--- config.mk ---
export PLATFORM = sky130hd
export DESIGN_NAME = rate_monotonic_tick_scheduler_top
export DESIGN_NICKNAME = d
export VERILOG_FILES = /design/src/hdl/rmts_pkg.sv /design/src/hdl/rmts_cfg_regs.sv /design/src/hdl/rmts_sched_core.sv /design/src/hdl/rmts_out_reg.sv /design/src/hdl/rate_monotonic_tick_scheduler_top.sv
export VERILOG_INCLUDE_DIRS = /design/src /design/src/hdl
export SDC_FILE = /design/constraint.sdc
export NUM_CORES = 1
export LEC_CHECK = 0
export BUFFER_PORTS_ARGS = -buffer_cell sky130_fd_sc_hd__buf_2
export CAP_MARGIN = 15
export CORE_MARGIN = 1
export CORE_UTILIZATION = 30
export DETAILED_ROUTE_END_ITERATION = 8
export PLACE_DENSITY_LB_ADDON = 0.25
export SLEW_MARGIN = 20
export SYNTH_ARGS = -nofsm -noshare
export SYNTH_HDL_FRONTEND = slang
export SYNTH_HIERARCHICAL = 1
export SYNTH_SLANG_ARGS = --single-unit
export TNS_END_PERCENT = 30
--- constraint.sdc ---
create_clock -name clk_i -period 18.55 [get_ports clk_i]
set_clock_uncertainty 0.1 [all_clocks]
set_input_delay 0.9275 -clock clk_i [delete_from_list [all_inputs] [get_ports clk_i]]
set_output_delay 0.9275 -clock clk_i [all_outputs]
set_load 0.02 [all_outputs]
--- src/hdl/rate_monotonic_tick_scheduler_top_assert.svh ---
// Assertion macros used by the rate-monotonic tick scheduler core (rmts_sched_core).
// The including scope must provide clk_i and rst_ni.
`ifndef RATE_MONOTONIC_TICK_SCHEDULER_TOP_ASSERT_SVH
`define RATE_MONOTONIC_TICK_SCHEDULER_TOP_ASSERT_SVH

// Consequent must hold in the same cycle as the antecedent.
`define RMTS_ASSERT_NOW(label, ante, cons) \
  label: assert property (@(posedge clk_i) disable iff (!rst_ni) (ante) |-> (cons)) \
    else $error("rmts: same-cycle check failed");

// Consequent must hold in the cycle after the antecedent.
`define RMTS_ASSERT_NEXT(label, ante, cons) \
  label: assert property (@(posedge clk_i) disable iff (!rst_ni) (ante) |=> (cons)) \
    else $error("rmts: next-cycle check failed");

`endif

--- src/hdl/rmts_pkg.sv ---
// Package for the rate-monotonic tick scheduler: widths, register indices
// and the structs passed between modules. No dependencies.
`timescale 1ns / 1ps

package rmts_pkg;

  localparam int unsigned SlotCap = 8;
  localparam int unsigned ValW    = 8;
  localparam int unsigned TickW   = 16;
  localparam int unsigned TaskIdW = 4;
  localparam int unsigned CfgIdxW = 2;
  localparam int unsigned CfgDataW = 64;

  typedef enum logic [CfgIdxW-1:0] {
    CFG_TASK_COUNT   = 2'd0,
    CFG_EXEC_TABLE   = 2'd1,
    CFG_PERIOD_TABLE = 2'd2
  } cfg_reg_e;

  typedef struct packed {
    logic [TaskIdW-1:0]      task_count;
    logic [SlotCap*ValW-1:0] exec_table;
    logic [SlotCap*ValW-1:0] period_table;
  } cfg_t;

  typedef struct packed {
    logic [TaskIdW-1:0] running_task;
    logic               switched;
    logic [SlotCap-1:0] miss_mask;
    logic [TickW-1:0]   tick_time;
  } result_t;

endpackage

--- src/hdl/rmts_cfg_regs.sv ---
// Configuration register file of the tick scheduler.
// Depends on rmts_pkg.
`timescale 1ns / 1ps

module rmts_cfg_regs (
  input  logic                           clk_i,
  input  logic                           rst_ni,
  input  logic                           cfg_we_i,
  input  logic [rmts_pkg::CfgIdxW-1:0]   cfg_index_i,
  input  logic [rmts_pkg::CfgDataW-1:0]  cfg_data_i,
  output rmts_pkg::cfg_t                 cfg_o
);

  rmts_pkg::cfg_t cfg_q, cfg_d;

  always_comb begin
    cfg_d = cfg_q;
    if (cfg_we_i) begin
      case (cfg_index_i)
        rmts_pkg::CFG_TASK_COUNT:   cfg_d.task_count   = cfg_data_i[rmts_pkg::TaskIdW-1:0];
        rmts_pkg::CFG_EXEC_TABLE:   cfg_d.exec_table   = cfg_data_i;
        rmts_pkg::CFG_PERIOD_TABLE: cfg_d.period_table = cfg_data_i;
        default:                    cfg_d = cfg_q;
      endcase
    end
  end

  always_ff @(posedge clk_i or negedge rst_ni) begin
    if (!rst_ni) begin
      cfg_q <= '0;
    end else begin
      cfg_q <= cfg_d;
    end
  end

  assign cfg_o = cfg_q;

endmodule

--- src/hdl/rmts_sched_core.sv ---
// Scheduler state (budgets, phases, tick counter, previous choice) and the
// combinational release, miss and selection logic. Depends on rmts_pkg.
`timescale 1ns / 1ps

module rmts_sched_core #(
  parameter int unsigned TASKS     = 8,
  parameter int unsigned TIME_BITS = 8
) (
  input  logic              clk_i,
  input  logic              rst_ni,
  input  logic              step_i,
  input  logic              restart_i,
  input  rmts_pkg::cfg_t    cfg_i,
  output rmts_pkg::result_t res_o
);

  `include "rate_monotonic_tick_scheduler_top_assert.svh"

  localparam int unsigned NumSlots =
      (TASKS < rmts_pkg::SlotCap) ? TASKS : rmts_pkg::SlotCap;
  localparam int unsigned VW =
      (TIME_BITS < rmts_pkg::ValW) ? TIME_BITS : rmts_pkg::ValW;

  logic [VW-1:0] budget_q [NumSlots];
  logic [VW-1:0] budget_d [NumSlots];
  logic [VW-1:0] phase_q  [NumSlots];
  logic [VW-1:0] phase_d  [NumSlots];
  logic [rmts_pkg::TickW-1:0]   tick_q, tick_d, tick_now;
  logic [rmts_pkg::TaskIdW-1:0] prev_choice_q, prev_choice_d;
  logic                         prev_valid_q;

  logic [VW-1:0] per_s    [NumSlots];
  logic [VW-1:0] exec_s   [NumSlots];
  logic [VW-1:0] avail_s  [NumSlots];
  logic [NumSlots-1:0] en_s;
  logic [rmts_pkg::SlotCap-1:0] miss;
  logic [rmts_pkg::TaskIdW-1:0] choice;
  logic                         first;

  always_comb begin
    logic [VW:0]   best_per;
    logic [VW-1:0] budget_eff;
    logic [VW-1:0] phase_eff;
    logic [VW:0]   ph_inc;
    logic          release_now;

    first    = restart_i || !prev_valid_q;
    tick_now = restart_i ? '0 : tick_q;
    tick_d   = tick_now + rmts_pkg::TickW'(1);
    miss     = '0;
    choice   = '0;
    best_per = '1;

    // Release and deadline check for each slot.
    for (int i = 0; i < NumSlots; i++) begin
      per_s[i]    = cfg_i.period_table[rmts_pkg::ValW*i +: VW];
      exec_s[i]   = cfg_i.exec_table[rmts_pkg::ValW*i +: VW];
      en_s[i]     = (rmts_pkg::TaskIdW'(i) < cfg_i.task_count) && (per_s[i] != '0);
      budget_eff  = restart_i ? '0 : budget_q[i];
      phase_eff   = restart_i ? '0 : phase_q[i];
      release_now = en_s[i] && (phase_eff == '0);
      miss[i]     = release_now && (budget_eff != '0) && !first;
      if (!en_s[i]) begin
        avail_s[i] = '0;
      end else if (release_now) begin
        avail_s[i] = exec_s[i];
      end else begin
        avail_s[i] = budget_eff;
      end
      ph_inc = {1'b0, phase_eff} + (VW+1)'(1);
      if (!en_s[i] || (ph_inc >= {1'b0, per_s[i]})) begin
        phase_d[i] = '0;
      end else begin
        phase_d[i] = ph_inc[VW-1:0];
      end
    end

    // Shortest period wins; strict compare keeps the lowest index on ties.
    for (int i = 0; i < NumSlots; i++) begin
      if (en_s[i] && (avail_s[i] != '0) && ({1'b0, per_s[i]} < best_per)) begin
        best_per = {1'b0, per_s[i]};
        choice   = rmts_pkg::TaskIdW'(i + 1);
      end
    end

    for (int i = 0; i < NumSlots; i++) begin
      budget_d[i] = avail_s[i] - VW'(choice == rmts_pkg::TaskIdW'(i + 1));
    end

    prev_choice_d = choice;
  end

  always_ff @(posedge clk_i or negedge rst_ni) begin
    if (!rst_ni) begin
      for (int i = 0; i < NumSlots; i++) begin
        budget_q[i] <= '0;
        phase_q[i]  <= '0;
      end
      tick_q        <= '0;
      prev_choice_q <= '0;
      prev_valid_q  <= 1'b0;
    end else if (step_i) begin
      for (int i = 0; i < NumSlots; i++) begin
        budget_q[i] <= budget_d[i];
        phase_q[i]  <= phase_d[i];
      end
      tick_q        <= tick_d;
      prev_choice_q <= prev_choice_d;
      prev_valid_q  <= 1'b1;
    end
  end

  assign res_o.running_task = choice;
  assign res_o.switched     = first || (choice != prev_choice_q);
  assign res_o.miss_mask    = miss;
  assign res_o.tick_time    = tick_now;

  `RMTS_ASSERT_NOW(a_choice_in_range, step_i, res_o.running_task <= rmts_pkg::TaskIdW'(NumSlots))
  `RMTS_ASSERT_NOW(a_miss_in_slots, step_i, (res_o.miss_mask >> NumSlots) == '0)
  `RMTS_ASSERT_NOW(a_first_switches, step_i && first, res_o.switched && (res_o.miss_mask == '0))
  `RMTS_ASSERT_NEXT(a_tick_advances, step_i, tick_q == ($past(tick_now) + rmts_pkg::TickW'(1)))
  `RMTS_ASSERT_NEXT(a_prev_tracks, step_i, prev_valid_q && (prev_choice_q == $past(choice)))

endmodule

--- src/hdl/rmts_out_reg.sv ---
// Result register of the tick scheduler with its valid flag.
// Depends on rmts_pkg.
`timescale 1ns / 1ps

module rmts_out_reg (
  input  logic              clk_i,
  input  logic              rst_ni,
  input  logic              load_i,
  input  rmts_pkg::result_t res_i,
  input  logic              out_ready_i,
  output logic              out_valid_o,
  output rmts_pkg::result_t res_o
);

  logic              valid_q, valid_d;
  rmts_pkg::result_t res_q;

  always_comb begin
    if (load_i) begin
      valid_d = 1'b1;
    end else if (out_ready_i) begin
      valid_d = 1'b0;
    end else begin
      valid_d = valid_q;
    end
  end

  always_ff @(posedge clk_i or negedge rst_ni) begin
    if (!rst_ni) begin
      valid_q <= 1'b0;
    end else begin
      valid_q <= valid_d;
    end
  end

  // Payload needs no reset; it is only seen while the valid flag is set.
  always_ff @(posedge clk_i) begin
    if (load_i) begin
      res_q <= res_i;
    end
  end

  assign out_valid_o = valid_q;
  assign res_o       = res_q;

endmodule

--- src/hdl/rate_monotonic_tick_scheduler_top.sv ---
// Channel   Direction  Handshake                   Payload
// in        input      in_valid_i / in_ready_o      restart_i
// out       output     out_valid_o / out_ready_i    running_task_o, switched_o,
//                                                   miss_mask_o, tick_time_o
// cfg       input      cfg_we_i (no wait)           cfg_index_i, cfg_data_i
//
// One tick per cycle sustained unless out_ready_i stalls; a tick's result is valid
// after the input register and then the result register after the scheduling logic.
// The selection is a chain of period compares over at most eight slots.
// Reset clears budgets, phases, tick counter, previous choice and configuration.
// While the result register is full and out_ready_i is low, the input register
// holds its tick and in_ready_o falls once it is occupied.
// Depends on rmts_pkg, rmts_cfg_regs, rmts_sched_core and rmts_out_reg.
`timescale 1ns / 1ps

module rate_monotonic_tick_scheduler_top #(
  parameter int unsigned TASKS     = 8,
  parameter int unsigned TIME_BITS = 8
) (
  input  logic                              clk_i,
  input  logic                              rst_ni,
  input  logic                              cfg_we_i,
  input  logic [rmts_pkg::CfgIdxW-1:0]      cfg_index_i,
  input  logic [rmts_pkg::CfgDataW-1:0]     cfg_data_i,
  input  logic                              in_valid_i,
  output logic                              in_ready_o,
  input  logic                              restart_i,
  output logic                              out_valid_o,
  input  logic                              out_ready_i,
  output logic [rmts_pkg::TaskIdW-1:0]      running_task_o,
  output logic                              switched_o,
  output logic [rmts_pkg::SlotCap-1:0]      miss_mask_o,
  output logic [rmts_pkg::TickW-1:0]        tick_time_o
);

  rmts_pkg::cfg_t    cfg;
  rmts_pkg::result_t core_res;
  rmts_pkg::result_t out_res;

  logic s1_valid_q, s1_valid_d;
  logic s1_restart_q;
  logic advance;
  logic in_xfer;

  // A tick leaves the input register when the result register is free or
  // is emptied in the same cycle.
  assign advance    = s1_valid_q && (!out_valid_o || out_ready_i);
  assign in_ready_o = !s1_valid_q || advance;
  assign in_xfer    = in_valid_i && in_ready_o;

  always_comb begin
    if (in_xfer) begin
      s1_valid_d = 1'b1;
    end else if (advance) begin
      s1_valid_d = 1'b0;
    end else begin
      s1_valid_d = s1_valid_q;
    end
  end

  always_ff @(posedge clk_i or negedge rst_ni) begin
    if (!rst_ni) begin
      s1_valid_q <= 1'b0;
    end else begin
      s1_valid_q <= s1_valid_d;
    end
  end

  always_ff @(posedge clk_i) begin
    if (in_xfer) begin
      s1_restart_q <= restart_i;
    end
  end

  rmts_cfg_regs u_cfg (
    .clk_i       (clk_i),
    .rst_ni      (rst_ni),
    .cfg_we_i    (cfg_we_i),
    .cfg_index_i (cfg_index_i),
    .cfg_data_i  (cfg_data_i),
    .cfg_o       (cfg)
  );

  rmts_sched_core #(
    .TASKS     (TASKS),
    .TIME_BITS (TIME_BITS)
  ) u_core (
    .clk_i     (clk_i),
    .rst_ni    (rst_ni),
    .step_i    (advance),
    .restart_i (s1_restart_q),
    .cfg_i     (cfg),
    .res_o     (core_res)
  );

  rmts_out_reg u_out (
    .clk_i       (clk_i),
    .rst_ni      (rst_ni),
    .load_i      (advance),
    .res_i       (core_res),
    .out_ready_i (out_ready_i),
    .out_valid_o (out_valid_o),
    .res_o       (out_res)
  );

  assign running_task_o = out_res.running_task;
  assign switched_o     = out_res.switched;
  assign miss_mask_o    = out_res.miss_mask;
  assign tick_time_o    = out_res.tick_time;

endmodule

# Yosys cells after proc, flatten, opt, wreduce, memory -nomap -nowiden
# Cells that the tools add are included.
dict set report op_classes {
  addsub 17
  n_lt_le_gt_ge 24
  eq_ne 11
  n_mux 60
  reduce_logical 112
}
# cell count
set op_table {}
lappend op_table {{8-bit 2-to-1 mux} 40}
lappend op_table {{8-bit nonzero test} 24}
lappend op_table {{8-bit by 1-bit adder with 9-bit output, second input constant} 8}
lappend op_table {{9-bit by 8-bit >= comparator with 1-bit output} 8}
lappend op_table {{8-bit zero test} 8}
lappend op_table {{8-bit by 1-bit subtractor with 8-bit output} 8}
lappend op_table {{8-bit by 9-bit less-than comparator with 1-bit output} 7}
lappend op_table {{9-bit 2-to-1 mux} 7}
lappend op_table {{1-bit logical AND} 50}
lappend op_table {{16-bit by 1-bit adder with 16-bit output, second input constant} 1}
lappend op_table {{4-bit by 3-bit == test with 1-bit output, second input constant} 4}
lappend op_table {{3-bit by 4-bit less-than comparator with 1-bit output, first input constant} 4}
lappend op_table {{16-bit 2-to-1 mux} 1}
lappend op_table {{1-bit zero test} 12}
lappend op_table {{1-bit logical OR} 12}
lappend op_table {{3-bit 2-to-1 mux} 4}
lappend op_table {{8-bit by 9-bit less-than comparator with 1-bit output, second input constant} 1}
lappend op_table {{4-bit by 2-bit == test with 1-bit output, second input constant} 2}
lappend op_table {{1-bit by 4-bit less-than comparator with 1-bit output, first input constant} 2}
lappend op_table {{2-bit by 4-bit less-than comparator with 1-bit output, first input constant} 2}
lappend op_table {{2-bit AND reduction} 3}
lappend op_table {{1-bit 2-to-1 mux} 5}
lappend op_table {{4-bit by 1-bit == test with 1-bit output, second input constant} 1}
lappend op_table {{4-bit == test, second input constant} 1}
lappend op_table {{7 further kinds} 9}
dict set report word_totals {
  reg_bits 313
  inputBits 72
  out_inout_bits 31
  elab_cells 253
}

# Depth between registers and ports, before layout
dict set report logic_depth {
  word_depth 32
  ltp_mapped 104
  ltp_nobuf 85
}

# Hierarchy
# Netlist, hierarchy kept.
# mod instances cells_each area_each_um2 seq_area_each_um2
set by_module_without_submodules {}
lappend by_module_without_submodules {rmts_sched_core 1 1742 13882.1 3728.6}
lappend by_module_without_submodules {rmts_cfg_regs 1 281 4962.3 3303.2}
lappend by_module_without_submodules {rmts_out_reg 1 32 907.1 895.9}
lappend by_module_without_submodules {rate_monotonic_tick_scheduler_top 1 7 101.3 55.1}

# Least setup slack after synthesis
# Ideal clock, no wire load.
dict set report synth_timing {
  kind {reg2reg}
  from {reg s1_restart_q}
  to {reg u_core/budget_q[30] in the netlist's numbering}
  setup_ps 125
  arrival_time_ps 17955
  t_required_ps 18325
  path_slack_ps 371
  stages_incl_launch_ff 97
  path_buffers 20
  synth_period_minus_slack_ps 18179
  cell_sequence {edfxtp_1 -> buf_6 -> inv_1 -> clkbuf_1 -> clkbuf_1 -> clkbuf_1 -> clkbuf_1 -> buf_2 -> clkbuf_1 -> nand2_1 -> ha_1 -> nor4b_2 -> a22o_2 -> a32oi_1 -> a21o_1 -> buf_4 -> clkbuf_1 -> nor2_1 -> [... 61 more ...] -> clkbuf_1 -> a21oi_1 -> ha_1 -> a21o_1 -> a21o_1 -> a211oi_1 -> o21ai_0 -> a21oi_1 -> nand2_1 -> o31ai_1 -> buf_2 -> nor4_1 -> ha_1 -> ha_1 -> o21ai_0 -> nor3_1 -> xor2_1 -> mux2_2}
}
dict set report synth_between {
  elab_chain_len 32
  elab_cells_between_ends 96
  classes_between {add/sub (1); order compare (7); eq/ne (1); mux (47); reduce/logical (40)}
}
# element line
set synth_rtl {}
lappend synth_rtl {{start, declared} rate_monotonic_tick_scheduler_top.sv:41} ;# logic s1_restart_q;
lappend synth_rtl {{start signal, assigned} rate_monotonic_tick_scheduler_top.sv:71} ;# s1_restart_q <= restart_i;
lappend synth_rtl {{8-bit 2-to-1 mux} rmts_sched_core.sv:60} ;# phase_eff = restart_i ? '0 : phase_q[i];
lappend synth_rtl {{8-bit zero test} rmts_sched_core.sv:61} ;# release_now = en_s[i] && (phase_eff == '0);
lappend synth_rtl {{1-bit logical AND} rmts_sched_core.sv:61}
lappend synth_rtl {{8-bit 2-to-1 mux} rmts_sched_core.sv:65} ;# end else if (release_now) begin
lappend synth_rtl {{8-bit 2-to-1 mux} rmts_sched_core.sv:63} ;# if (!en_s[i]) begin
lappend synth_rtl {{8-bit nonzero test} rmts_sched_core.sv:80} ;# if (en_s[i] && (avail_s[i] != '0) && ({1'b0, per_s[i]} < best_per)) begin
lappend synth_rtl {{1-bit logical AND (2 in series)} rmts_sched_core.sv:80}
lappend synth_rtl {{9-bit 2-to-1 mux} rmts_sched_core.sv:80}
lappend synth_rtl {{[... 15 more ...]} n/a}
lappend synth_rtl {{8-bit by 9-bit less-than comparator with 1-bit output} rmts_sched_core.sv:80}
lappend synth_rtl {{1-bit logical AND} rmts_sched_core.sv:80}
lappend synth_rtl {{9-bit 2-to-1 mux} rmts_sched_core.sv:80}
lappend synth_rtl {{8-bit by 9-bit less-than comparator with 1-bit output} rmts_sched_core.sv:80}
lappend synth_rtl {{1-bit logical AND} rmts_sched_core.sv:80}
lappend synth_rtl {{4-bit 2-to-1 mux} rmts_sched_core.sv:80}
lappend synth_rtl {{4-bit by 3-bit == test with 1-bit output} rmts_sched_core.sv:87} ;# budget_d[i] = avail_s[i] - VW'(choice == rmts_pkg::TaskIdW'(i + 1));
lappend synth_rtl {{8-bit by 1-bit subtractor with 8-bit output (*)} rmts_sched_core.sv:87}
lappend synth_rtl {{end signal, assigned by index} rmts_sched_core.sv:104} ;# budget_q[i] <= budget_d[i];
lappend synth_rtl {{end, declared} rmts_sched_core.sv:24} ;# logic [VW-1:0] budget_q [NumSlots];
# Mark *: on every way between the ends. The rest lies on a longest branch, timed or not.
# A chain may end at the register's enable or synchronous reset.

==> out/metrics.cfg <==
[floorplan]
start_util_pct=30.58
ioPinCount=103
die_w_um=259.2
placementRows=93
core-area_um2=64930
dieArea_um2=67210
die_y_um=259.2

[global_routing]
globalRouteOverflowTotal=0
first_global_vias=15657
grt_pass1_wl_mm=87.30
grt_usage_pct=16.22
grt_start_max_net_pins=83
antenna_found_initial=1

[logic_synthesis]
avgSynthCellArea_um2=9.628
netlist_area_um2=19850
syn_inst=2062
syn_nets=2275
synth-seq-cells=313
synth-async-reset-ratio_pct=90.42
yosys.cell_count.top_type=dfrtp_1
synth_common_cells=dfrtp_1, nor2_1, inv_1
synth.distinct_cells=88
synth_top_area_share_pct=35.67
synthTopCellsByArea=dfrtp_1, ha_1, mux2_2
ys_warn_count=6
yosysTopAreaCell=dfrtp_1
synth_top_flop_cell=dfrtp_1
seq_area_frac_synth_pct=40.21
synth-edff-count=30

[final_layout]
nFillCells=6633
syn_to_final_growth_pct=14.51
layout-drive-gt1-share_pct=17.66
antenna_cells=0
stdcell_area_um2=22730
utilization_pct=35.01
nNetsFinal=2356
fin_cells=3030

[detailed_routing]
first_pass_iters=7
ant_nets=0
drc=0
via_per_inst=5.287
wl_mm=55.18
wl_per_cell_um=18.21
drt_iter0_drc=1062
vias=16020

[sta]
rsz0062_at_grt=false
timing.final.crit_share_pct=92.23
tightest_slew_ns=1.288
tns_ns=0
finalMaxSlewViolations=0
maxSlewHeadroom_pct=12.93
setup_violations=0
fmax_mhz=58.45
hold_viol_final=0
hold-worst-slack_ns=0.2382
fin_ws_ns=1.441
layout_min_cycle_time_ns=17.11

[placement]
dp_slack_ns=-0.1363
gp_congestion=0.8722
place.port_buffers=102
placed_cells=2956
placed_cell_area_um2=21190
dp_hpwl_mm=39.46

[clocking]
ctsLongestPathBuffers=3
clock-root-buffer=clkbuf_16
clk-insertion-delay-late_ns=0.57
cts_tree=yes
htree_levels=2
clk_pin_slew_worst_paths_ns=0.05
clkSinkCount=313
cts_buffers=40

[power]
seq_power_share_pct=23.2
sw_frac_of_total_pct=45.18
combPwrFrac_pct=57.1
leakagePower_nw=10.09
cell_internal_pwr_mw=2.425
total_power_mw=4.423
ir_worst_vdd_mv=0.1869
power_density_nw_per_um2=194.6
p_sw_mw=1.998
power_frac_clock_pct=19.7

[critical_path]
criticalPathCategory=reg2reg
cpMaxStageDelayCell=edfxtp_1
cpPeakStageDelay_ns=0.49
worstSetupEndpointType=flop
crit_path_start=s1_restart_q
crit_required_ns=18.88
cp_max_fo=20
worstPathArrival_ns=17.44
cpMostUsedCell=a21oi_1
start_kind=flop
regToRegStartpoint=s1_restart_q

[outcome]
outcome=finished clean

[job]
drv_cap=0

[min_path]
hp-class=in2async

## cells in the final DEF (no fill, tap or decap), types with 35 or more instances in the layout
cell       Yosys  final
clkbuf_16      0     41
inv_1        163    161
o21ai_0       92     90
a32o_1        43     43
nand2b_1      35     35
and3_1        39     39
nor2b_1       46     46
nor3_1        36     36
a21oi_1      134    133
mux2_2       138    138
xnor2_1       43     43
ha_1         141    141
dfrtp_1      283    283
nand3_1       47     47
buf_2          7    101
nand2_1      143    143
nor2_1       167    166
## layer usage
metal	share of wire, %	wire [um]	global-route usage [%]
met1	47	26020	22.15
met3	3.9	2172	2.460
met2	47	25760	26.57
met4	2.2	1207	4.412
met5	0.024	13	0
## path summary, 6_finish.rpt
path,endpoint,slack [ns],cells after the start
worst max-delay path,u_core/budget_q[38],1.44,84
worst min-delay path,u_core/tick_q[15],0.24,1
worst max register to register,u_core/budget_q[38],1.44,84
worst min register to register,u_core/prev_valid_q,0.37,1
max in group asynchronous,u_core/budget_q[38],15.88,3
min in group clk_i,u_core/prev_valid_q,0.37,1
## kinds of logic after synthesis
group	after synthesis	share of synthesized area [%]
AO/OA/AOI/OAI	490	17.04
XOR/XNOR	74	3.265
adder cells (fa/ha/maj)	144	9.044
buffers and inverters	247	5.414
flip-flops	313	40.21
multiplexers	159	8.886
AND/OR/NAND/NOR	635	16.15
## critical path: cells and delay by family (launching register included)
family                   cells  cell delay, ns
multiplexers                 1            0.26
AND/OR/NAND/NOR             20            2.65
AO/OA/AOI/OAI               46            9.86
adder cells (fa/ha/maj)     10            2.66
buffers and inverters        7            0.94
flip-flops                   1            0.49
## repair_timing
action,in CTS,in global routing
setup buffers,0,0
gates cloned,0,0
resized for setup,1,18
setup endpoints to repair,6,73
hold buffers,0,0
pin swaps,0,0
## area by class of cell
cell class / instances / area [um2] / share of cell area [%]
flip-flops and latches: 313 / 7983 / 35.11
multi-input cells: 1502 / 10900 / 47.96
clock buffers: 54 / 1135 / 4.992
inverters: 163 / 611.8 / 2.691
clock inverters: 20 / 341.6 / 1.503
repair buffers: 123 / 690.7 / 3.038
well taps: 855 / 1070 / 4.706
## state kept, by name (all words and copies together) (netlist names)
signal,count
u_core/budget_q,64
u_core/tick_q,16
u_out/out_valid_o,1
s1_restart_q,1
u_out/res_o,29
u_cfg/cfg_o,132
s1_valid_q,1
u_core/phase_q,64
u_core/prev_valid_q,1
u_core/prev_choice_q,4
## power groups by stage
stage / registers (mW) / clock network (mW) / logic [mW]
after global routing: 1.05 / 0.925 / 2.81
after floorplan: 0.990 / 0 / 1.85
final: 1.03 / 0.871 / 2.53
after CTS: 1.02 / 0.897 / 2.45
after detailed placement: 1.03 / 0 / 2.44
after global placement: 1.03 / 0 / 2.36
No activity file was read; power rests on OpenSTA's default activity.
